`src/rtl/tds_pkg.sv`:
```
package tds_pkg;

    localparam int THRUST_WIDTH_DEF = 16;
    localparam int TURN_WIDTH_DEF   = 32;

    localparam int COEF_W  = 16;
    localparam int GAIN_W  = 24;
    localparam int OUT_W   = 32;
    localparam int APB_AW  = 5;
    localparam int APB_DW  = 32;

    // turn values are Q.16, coefficients Q.12, gains Q.24
    localparam int TURN_FRAC = 16;
    localparam int COEF_FRAC = 12;
    // thrust terms reframed to Q.16 never exceed +/-1.0
    localparam int TERM_W    = 18;

    localparam logic signed [COEF_W-1:0] COEF_PREV2_RST  = -16'sd3043;
    localparam logic signed [COEF_W-1:0] COEF_PREV1_RST  = 16'sd6726;
    localparam logic signed [COEF_W-1:0] COEF_SQUARE_RST = 16'sd16517;
    localparam logic signed [COEF_W-1:0] COEF_LINEAR_RST = -16'sd3150;
    localparam logic [GAIN_W-1:0]        SURGE_GAIN_RST  = 24'd2013266;
    localparam logic [GAIN_W-1:0]        YAW_GAIN_RST    = 24'd14876;

    typedef enum logic [2:0] {
        REG_COEF_PREV2  = 3'd0,
        REG_COEF_PREV1  = 3'd1,
        REG_COEF_SQUARE = 3'd2,
        REG_COEF_LINEAR = 3'd3,
        REG_SURGE_GAIN  = 3'd4,
        REG_YAW_GAIN    = 3'd5
    } t_reg_idx;

    typedef enum logic [1:0] {
        ST_IDLE,
        ST_ROOT,
        ST_MUL,
        ST_DONE
    } t_state;

    typedef enum logic [2:0] {
        MAC_PREP,
        MAC_PREV2,
        MAC_PREV1,
        MAC_SQUARE,
        MAC_LINEAR,
        MAC_HOLD
    } t_mac_phase;

    typedef struct packed {
        logic signed [COEF_W-1:0] prev2;
        logic signed [COEF_W-1:0] prev1;
        logic signed [COEF_W-1:0] square;
        logic signed [COEF_W-1:0] linear;
    } t_coef;

    typedef struct packed {
        logic start;
        logic run;
        logic commit;
    } t_lane_ctl;

endpackage

```
`src/rtl/tds_lane.sv`:
```
module tds_lane #(
    parameter int THRUST_WIDTH = tds_pkg::THRUST_WIDTH_DEF,
    parameter int TURN_WIDTH   = tds_pkg::TURN_WIDTH_DEF
) (
    input  logic                                 i_clk,
    input  logic                                 i_rst_n,
    input  tds_pkg::t_lane_ctl                   i_ctl,
    input  tds_pkg::t_coef                       i_coef,
    input  logic signed [THRUST_WIDTH-1:0]       i_thrust,
    output logic signed [(TURN_WIDTH+17)/2:0]    o_root
);
    import tds_pkg::*;

    localparam int TW   = THRUST_WIDTH;
    localparam int UW   = TURN_WIDTH;
    localparam int RH   = (UW + 17) / 2;     // root bits
    localparam int RW   = 2 * RH;            // radicand bits
    localparam int AW   = UW + COEF_W + 2;   // exact accumulator
    localparam int PW   = UW + COEF_W;       // coef * operand
    localparam int SQ_F = 2 * (TW - 1);
    localparam int SQ_L = (SQ_F < TURN_FRAC) ? TURN_FRAC - SQ_F : 0;
    localparam int SQ_R = (SQ_F < TURN_FRAC) ? 0 : SQ_F - TURN_FRAC;
    localparam int LN_F = TW - 1;
    localparam int LN_L = (LN_F < TURN_FRAC) ? TURN_FRAC - LN_F : 0;
    localparam int LN_R = (LN_F < TURN_FRAC) ? 0 : LN_F - TURN_FRAC;
    localparam int SQP  = 2 * TW + 2;
    localparam int SQX  = SQP + SQ_L;
    localparam int LNX  = TW + LN_L;
    localparam int SHW  = AW - COEF_FRAC;

    // history and item
    logic signed [TW-1:0]     r_thrust;
    logic signed [UW-1:0]     r_last;
    logic signed [UW-1:0]     r_before;
    logic signed [UW-1:0]     n_turn;

    // turn update datapath
    t_mac_phase               r_phase;
    logic signed [TERM_W-1:0] r_sq;
    logic signed [TERM_W-1:0] r_lin;
    logic signed [AW-1:0]     r_acc;
    logic signed [TW:0]       t_ext;
    logic signed [TW:0]       t_mag;
    logic signed [SQP-1:0]    sq_prod;
    logic signed [SQX-1:0]    sq_full;
    logic signed [LNX-1:0]    lin_full;
    logic signed [COEF_W-1:0] mac_coef;
    logic signed [UW-1:0]     mac_opnd;
    logic signed [PW-1:0]     mac_prod;
    logic signed [AW-1:0]     acc_rnd;
    logic signed [SHW-1:0]    acc_sh;
    logic                     acc_ovf;

    // bit-serial root
    logic [RW-1:0]            r_rad;
    logic [RH+1:0]            r_rem;
    logic [RH-1:0]            r_root;
    logic                     r_neg;
    logic [UW-1:0]            last_mag;
    logic [RH+3:0]            sq_cand;
    logic [RH+3:0]            sq_trial;
    logic [RH+3:0]            sq_diff;
    logic signed [RH:0]       root_s;

    assign t_ext    = (TW+1)'(r_thrust);
    assign t_mag    = t_ext[TW] ? -t_ext : t_ext;
    assign sq_prod  = SQP'(t_ext * t_mag);
    assign sq_full  = (SQX'(sq_prod) <<< SQ_L) >>> SQ_R;
    assign lin_full = (LNX'(r_thrust) <<< LN_L) >>> LN_R;

    always_comb begin
        case (r_phase)
            MAC_PREV2: begin
                mac_coef = i_coef.prev2;
                mac_opnd = r_before;
            end
            MAC_PREV1: begin
                mac_coef = i_coef.prev1;
                mac_opnd = r_last;
            end
            MAC_SQUARE: begin
                mac_coef = i_coef.square;
                mac_opnd = UW'(r_sq);
            end
            MAC_LINEAR: begin
                mac_coef = i_coef.linear;
                mac_opnd = UW'(r_lin);
            end
            default: begin
                mac_coef = '0;
                mac_opnd = '0;
            end
        endcase
    end

    assign mac_prod = PW'(mac_coef * mac_opnd);

    // round half up to Q.16, saturate to the turn width
    assign acc_rnd = r_acc + AW'(1 <<< (COEF_FRAC - 1));
    assign acc_sh  = acc_rnd[AW-1:COEF_FRAC];
    assign acc_ovf = (acc_sh[SHW-1:UW-1] != '0) && (acc_sh[SHW-1:UW-1] != '1);

    always_comb begin
        if (acc_ovf) begin
            n_turn = acc_sh[SHW-1] ? {1'b1, {(UW-1){1'b0}}} : {1'b0, {(UW-1){1'b1}}};
        end else begin
            n_turn = acc_sh[UW-1:0];
        end
    end

    always_ff @(posedge i_clk) begin
        if (!i_rst_n) begin
            r_last   <= '0;
            r_before <= '0;
            r_phase  <= MAC_HOLD;
        end else begin
            if (i_ctl.commit) begin
                r_before <= r_last;
                r_last   <= n_turn;
            end
            if (i_ctl.start) begin
                r_phase <= MAC_PREP;
            end else if (i_ctl.run && r_phase != MAC_HOLD) begin
                r_phase <= t_mac_phase'(r_phase + 3'd1);
            end
        end
    end

    always_ff @(posedge i_clk) begin
        if (i_ctl.start) begin
            r_thrust <= i_thrust;
            r_acc    <= '0;
        end else if (i_ctl.run) begin
            if (r_phase == MAC_PREP) begin
                r_sq  <= sq_full[TERM_W-1:0];
                r_lin <= TERM_W'(lin_full);
            end else if (r_phase != MAC_HOLD) begin
                r_acc <= r_acc + AW'(mac_prod);
            end
        end
    end

    // root of the current last turn value, one result bit per step
    assign last_mag = r_last[UW-1] ? UW'(-r_last) : UW'(r_last);
    assign sq_cand  = {r_rem, r_rad[RW-1:RW-2]};
    assign sq_trial = {2'b00, r_root, 2'b01};
    assign sq_diff  = sq_cand - sq_trial;

    always_ff @(posedge i_clk) begin
        if (i_ctl.start) begin
            r_rad  <= RW'({last_mag, {TURN_FRAC{1'b0}}});
            r_rem  <= '0;
            r_root <= '0;
            r_neg  <= r_last[UW-1];
        end else if (i_ctl.run) begin
            r_rad <= {r_rad[RW-3:0], 2'b00};
            if (sq_cand >= sq_trial) begin
                r_rem  <= sq_diff[RH+1:0];
                r_root <= {r_root[RH-2:0], 1'b1};
            end else begin
                r_rem  <= sq_cand[RH+1:0];
                r_root <= {r_root[RH-2:0], 1'b0};
            end
        end
    end

    assign root_s = {1'b0, r_root};
    assign o_root = r_neg ? -root_s : root_s;

endmodule

```
`config.mk`:
```
export PLATFORM = sky130hd
export DESIGN_NAME = tds_lane
export DESIGN_NICKNAME = d
export VERILOG_FILES = /design/src/rtl/tds_pkg.sv /design/src/rtl/tds_lane.sv
export SDC_FILE = /design/constraint.sdc
export NUM_CORES = 2
export LEC_CHECK = 0
export BUFFER_PORTS_ARGS = -buffer_cell sky130_fd_sc_hd__buf_2
export CAP_MARGIN = 0
export CORE_MARGIN = 8
export CORE_UTILIZATION = 70
export CTS_CLUSTER_DIAMETER = 200
export DETAILED_ROUTE_END_ITERATION = 10
export PLACE_DENSITY_LB_ADDON = 0.25
export SETUP_SLACK_MARGIN = 0.5
export SYNTH_ARGS = -nofsm -noshare
export SYNTH_HDL_FRONTEND = slang
export SYNTH_SLANG_ARGS = --single-unit
```
`constraint.sdc`:
```
create_clock -name i_clk -period 16.5 [get_ports i_clk]
set_input_delay 0.825 -clock i_clk [delete_from_list [all_inputs] [get_ports i_clk]]
set_output_delay 0.825 -clock i_clk [all_outputs]
set_load 0.03 [all_outputs]
```
### After elaboration in Yosys (flattened, before gate mapping)

Cells that the tools add are included.

| word-level totals | value |
|---|---|
| bits of input ports | 85 |
| register bits | 250 |

| cells by class | value |
|---|---|
| reduce and logical (&&, ||, !) cells | 9 |
| $add $sub $neg | 7 |
| bitwise operators | 3 |
| multiply operators | 2 |
| equal/unequal tests | 6 |
| muxes and demuxes | 13 |
| magnitude comparators | 1 |

Operator list:

| kind | number |
|---|---|
| $pmux 32 s4 | 1 |
| $mux 32 | 3 |
| $mux 48 | 2 |
| $pmux 16 s4 | 1 |
| $add 50x13->50 const B | 1 |
| $add 50x48->50 | 1 |
| $mul 16x32->48 | 1 |
| $mul 16x17->32 | 1 |
| $neg 32->32 | 1 |
| $ge 28x26->1 | 1 |
| $mux 26 | 1 |
| $sub 26x26->26 | 1 |
| $mux 25 | 1 |
| $neg 24->25 | 1 |
| $mux 17 | 1 |
| $neg 16->17 | 1 |
| $ne 7x7->1 const B | 1 |
| $reduce_bool 7->1 | 1 |
| $eq 3x2->1 const B | 2 |
| $mux 3 | 2 |
| $reduce_and 3->1 | 2 |
| $reduce_bool 2->1 | 2 |
| $add 3x1->3 const B | 1 |
| $eq 3x1->1 const B | 1 |
| 7 further kinds | 10 |

### Depth between registers and ports, before layout

| depth | value |
|---|---|
| word-level depth | 4 |
| mapped depth | 33 |

### Worst setup path after synthesis

Ideal clock, no wire load.

| timing | value |
|---|---|
| kind | reg-to-reg |
| start point | register r_phase[1] |
| end point | register r_acc[45] |
| clock period less this slack | 8.117 ns |
| setup slack | 8.383 ns |
| setup time | 0.074 ns |
| buffers on the path | 6 |
| arrival time | 8.043 ns |
| cell stages (with the launch flop) | 30 |
| cells stage by stage | dfxtp_1 > inv_1 > ha_1 > nor2b_1 > buf_2 > buf_1 > clkbuf_1 > clkbuf_1 > clkbuf_1 > a221oi_1 > nor2_1 > fa_1 > inv_1 > fa_1 > fa_1 > inv_1 > fa_1 > fa_1 > inv_1 > fa_1 > inv_1 > ha_1 > clkbuf_1 > nand2_1 > or3_1 > a2111o_1 > a21oi_2 > o21ai_1 > or4_1 > a31oi_1 |

| between the ends | value |
|---|---|
| longest elaborated chain between the ends | 4 |
| elaborated cells between the ends (all ways) | 12 |
| those cells by class | add/sub: 1; mul: 1; eq/ne: 5; mux: 2; bitwise: 1; reduce/logical: 2 |

Ends and longest elaborated chain:

| element | line | RTL |
|---|---|---|
| start: declaration | tds_lane.sv:38 | `t_mac_phase r_phase;` |
| start signal: assignment | tds_lane.sv:124 | `r_phase <= t_mac_phase'(r_phase + 3'd1);` |
| $eq 3x3->1 (tied with other cells) | tds_lane.sv:72 | `case (r_phase)` |
| $pmux 16 s4 / $pmux 32 s4 (equally long branches) | tds_lane.sv:72 |  |
| $mul 16x32->48 | tds_lane.sv:96 | `assign mac_prod = PW'(mac_coef * mac_opnd);` |
| $add 50x48->50 | tds_lane.sv:138 | `r_acc <= r_acc + AW'(mac_prod);` |
| end signal: assignment | tds_lane.sv:138 |  |
| end: declaration | tds_lane.sv:41 | `logic signed [AW-1:0] r_acc;` |

Parallel ways exist; a longest one is shown, timed or not.
A chain may end at the register's enable or synchronous reset.

### Worst setup path in the final report

| timing | value |
|---|---|
| start point | register r_phase[2] |
| end point | register r_acc[26] |

The elaborated chain is that of the path after synthesis.

==> results.sh <==
export IMPL_status="finished, final reports clean"
export IMPL_finalMaxSlewViolations=0
export IMPL_cts_buffers=30
export IMPL_cp_arrival_ns=9.95
export IMPL_antenna_found_initial=5
export IMPL_syn_to_final_growth_pct=6.267
export IMPL_setup_viol=0
export IMPL_period_minus_slack_ns=9.433
export IMPL_drc=0
export IMPL_cts_setup_buffers=0
export IMPL_start_util_pct=70.58
export IMPL_synth_seq_area_share_pct=13.75
export IMPL_synth_cells=4725
export IMPL_hold_violations=0
export IMPL_r2r_slack_ns=7.07
export IMPL_nFillCells=4341
export IMPL_min_delay_start="i_thrust[14]"
export IMPL_synth_avg_cell_area_sq_um=8.983
export IMPL_drive_gt1_share_pct=6.727
export IMPL_grt_use_total_pct=35.89
export IMPL_ios=110
export IMPL_routed_wl_um=122200
export IMPL_cts_max_level=1
export IMPL_p_per_area_mw_per_mm2=202.6
export IMPL_yosysUniqueCellTypes=90
export IMPL_gr_total_overflow=0
export IMPL_grt_pass1_vias=35970
export IMPL_rows=90
export IMPL_coreArea_sq_mm=0.06013
export IMPL_holdWs_ns=0.3994
export IMPL_clock_latency_ns=0.61
export IMPL_cp_max_fo=44
export IMPL_final_common_cell="inv_1"
export IMPL_setup_tns_ns=0
export IMPL_reg2reg_from="r_phase[2]"
export IMPL_cts_root_buf="clkbuf_16"
export IMPL_critPathKind="register to register"
export IMPL_port_buffers=109
export IMPL_gp_congestion=1.023
export IMPL_mostFrequentLayoutCells="inv_1 (924), fa_1 (814), nand2_1 (518)"
export IMPL_worstSetupStartpointType="register"
export IMPL_rsz0062_at_grt="no"
export IMPL_crit_path_end_kind="register"
export IMPL_initialDrtViolationCount=3081
export IMPL_required_ns=17.02
export IMPL_viasPerCell=6.085
export IMPL_synth_area_sq_mm=0.04244
export IMPL_synth_edff_count=83
export IMPL_hold_path_class="primary input to register"
export IMPL_ir_drop_mv=0.4523
export IMPL_post_route_period_util_pct=57.17
export IMPL_die_area_sq_mm=0.06877
export IMPL_cts_tree="yes"
export IMPL_ant_nets=0
export IMPL_drt_wirelength_per_cell_um=21.94
export IMPL_finClkSkew_ns=0.02004
export IMPL_ys_flop_type="dfxtp_1"
export IMPL_fmax_ghz=0.1060
export IMPL_nNetsFinal=5911
export IMPL_tightestPinTransition_ns=1.375
export IMPL_post_cts_resized=0
export IMPL_synth_seq_cells=250
export IMPL_ys_warn_count=0
export IMPL_die_y_um=262.2
export IMPL_path_clk_slew_ns=0.06
export IMPL_vias=33900
export IMPL_grt_pass1_wl_um=196400
export IMPL_cp_startpoint="r_phase[2]"
export IMPL_die_w_um=262.2
export IMPL_cts_max_path_buffers=3
export IMPL_slew_headroom_pct=8.318
export IMPL_dp_hpwl_um=95650
export IMPL_p_leak_nw=21.74
export IMPL_drt_pass1_iter_count=6
export IMPL_maxCapViolCount=0
export IMPL_grt_max_degree=98
export IMPL_synthArstFlopShare_pct=0
export IMPL_cts_sink_count=250
export IMPL_hold_buffers=0
## state kept, by name, summed over array words and instances (netlist names), 16 cells and up
| signal | cells |
|---|---|
| r_thrust | 16 |
| r_last | 32 |
| r_acc | 50 |
| r_before | 32 |
| r_sq | 18 |
| r_root | 24 |
| r_lin | 16 |
| r_rad | 32 |
| r_rem | 26 |
## cell usage after synthesis (all sizes together) (12+ instances only)
cell / count / area share [%]
mux2i: 58 / 1.4
xor2: 71 / 1.5
nand2: 520 / 4.6
or2: 20 / 0.29
nor2b: 45 / 0.66
dfxtp: 167 / 7.9
nand2b: 17 / 0.27
a211oi: 34 / 0.60
a31oi: 13 / 0.21
inv: 924 / 8.2
o31ai: 24 / 0.42
nand3: 46 / 0.54
buf: 34 / 0.42
o21bai: 12 / 0.21
nand4: 26 / 0.38
or3: 31 / 0.50
and2: 124 / 1.8
o211ai: 13 / 0.23
fa: 814 / 38
clkbuf: 200 / 1.8
xnor2: 124 / 2.6
ha: 249 / 7.3
o21a: 17 / 0.30
a21oi: 148 / 1.8
a221o: 28 / 0.66
a22o: 32 / 0.66
a21o: 38 / 0.67
o21ai: 66 / 0.79
nor2: 501 / 4.4
or4: 15 / 0.28
edfxtp: 83 / 5.9
a221oi: 41 / 0.86
nor3: 39 / 0.46
and3: 20 / 0.29
a311oi: 20 / 0.41
## layer usage
metal | global-route usage, % | vias up | part of all wire, %
li1 | - | 14810 | -
met2 | 56.78 | 1906 | 45
met5 | 0 | - | 0.022
met3 | 9.532 | 448 | 11
met1 | 45.91 | 16730 | 38
met4 | 17.20 | 4 | 5.9
## per-stage QoR
step                      utilization, %  area [sq um]  worst slack, ns  total power, mW  std cells
after CTS                          75.00         45100            7.292            9.076       5569
after global routing               75.00         45100            6.660            10.10       5569
after detailed placement           73.16         44000            7.351            8.249       5513
final                              75.01         45100            7.067            9.139       5571
after global placement             73.16         44000            7.468            7.981       5513
after floorplan                        -         42610            8.383            6.548       4770
## power by group
part / total [mW] / switching [mW] / internal (mW)
combinational: 7.19 / 4.14 / 3.05
sequential: 1.20 / 0.131 / 1.07
clock: 0.747 / 0.300 / 0.447
total: 9.14 / 4.57 / 4.57
## worst max-delay path: stages, from the launching register on
cell and delay (ns):
dfxtp_1 0.60, inv_1 0.24, nor2_4 0.16, buf_4 0.48, or2_2 0.65, and2_1 0.70, nand2_1 0.16, fa_1 0.54
inv_1 0.05, fa_1 0.50, inv_1 0.05, fa_1 0.47, inv_1 0.05, fa_1 0.51, fa_1 0.56, inv_1 0.06
fa_1 0.52, inv_1 0.04, ha_1 0.39, a211oi_1 0.61, o21ai_0 0.23, a2111oi_0 0.86, o31ai_1 0.24, a31oi_1 0.25
xnor2_1 0.15, nand2_1 0.07, a21oi_1 0.15
## logic make-up (layout without fill, tap and decap cells)
group                    count (synthesis)  count (layout)  share of synthesized area, %
other                                    2              49                       0.01769
multiplexers                            60              60                         1.421
flip-flops                             250             250                         13.75
XOR/XNOR                               195             195                         4.059
AO/OA/AOI/OAI                          562             562                         9.451
adder cells (fa/ha/maj)               1063            1063                         45.73
AND/OR/NAND/NOR                       1434            1434                         15.19
buffers and inverters                 1159            1176                         10.38
## area by class of cell
class                           instances  area, sq um  share of cell area (%)
Tap cell                              782        978.4                   2.169
Inverter                              925         3472                   7.698
Clock inverter                         16        284.0                  0.6297
Multi-Input combinational cell       3361        32510                   72.08
Antenna cell                            2        5.005                 0.01110
Sequential cell                       250         5836                   12.94
Clock buffer                           40        818.3                   1.814
Timing Repair Buffer                  195         1197                   2.655
## final timing paths
path,depth (start not counted),endpoint
worst max-delay path,26,r_acc[26]
worst min-delay path,1,r_thrust[14]
worst max register to register,26,r_acc[26]
worst min register to register,2,r_acc[0]
Power figures use the tool's default switching activity.
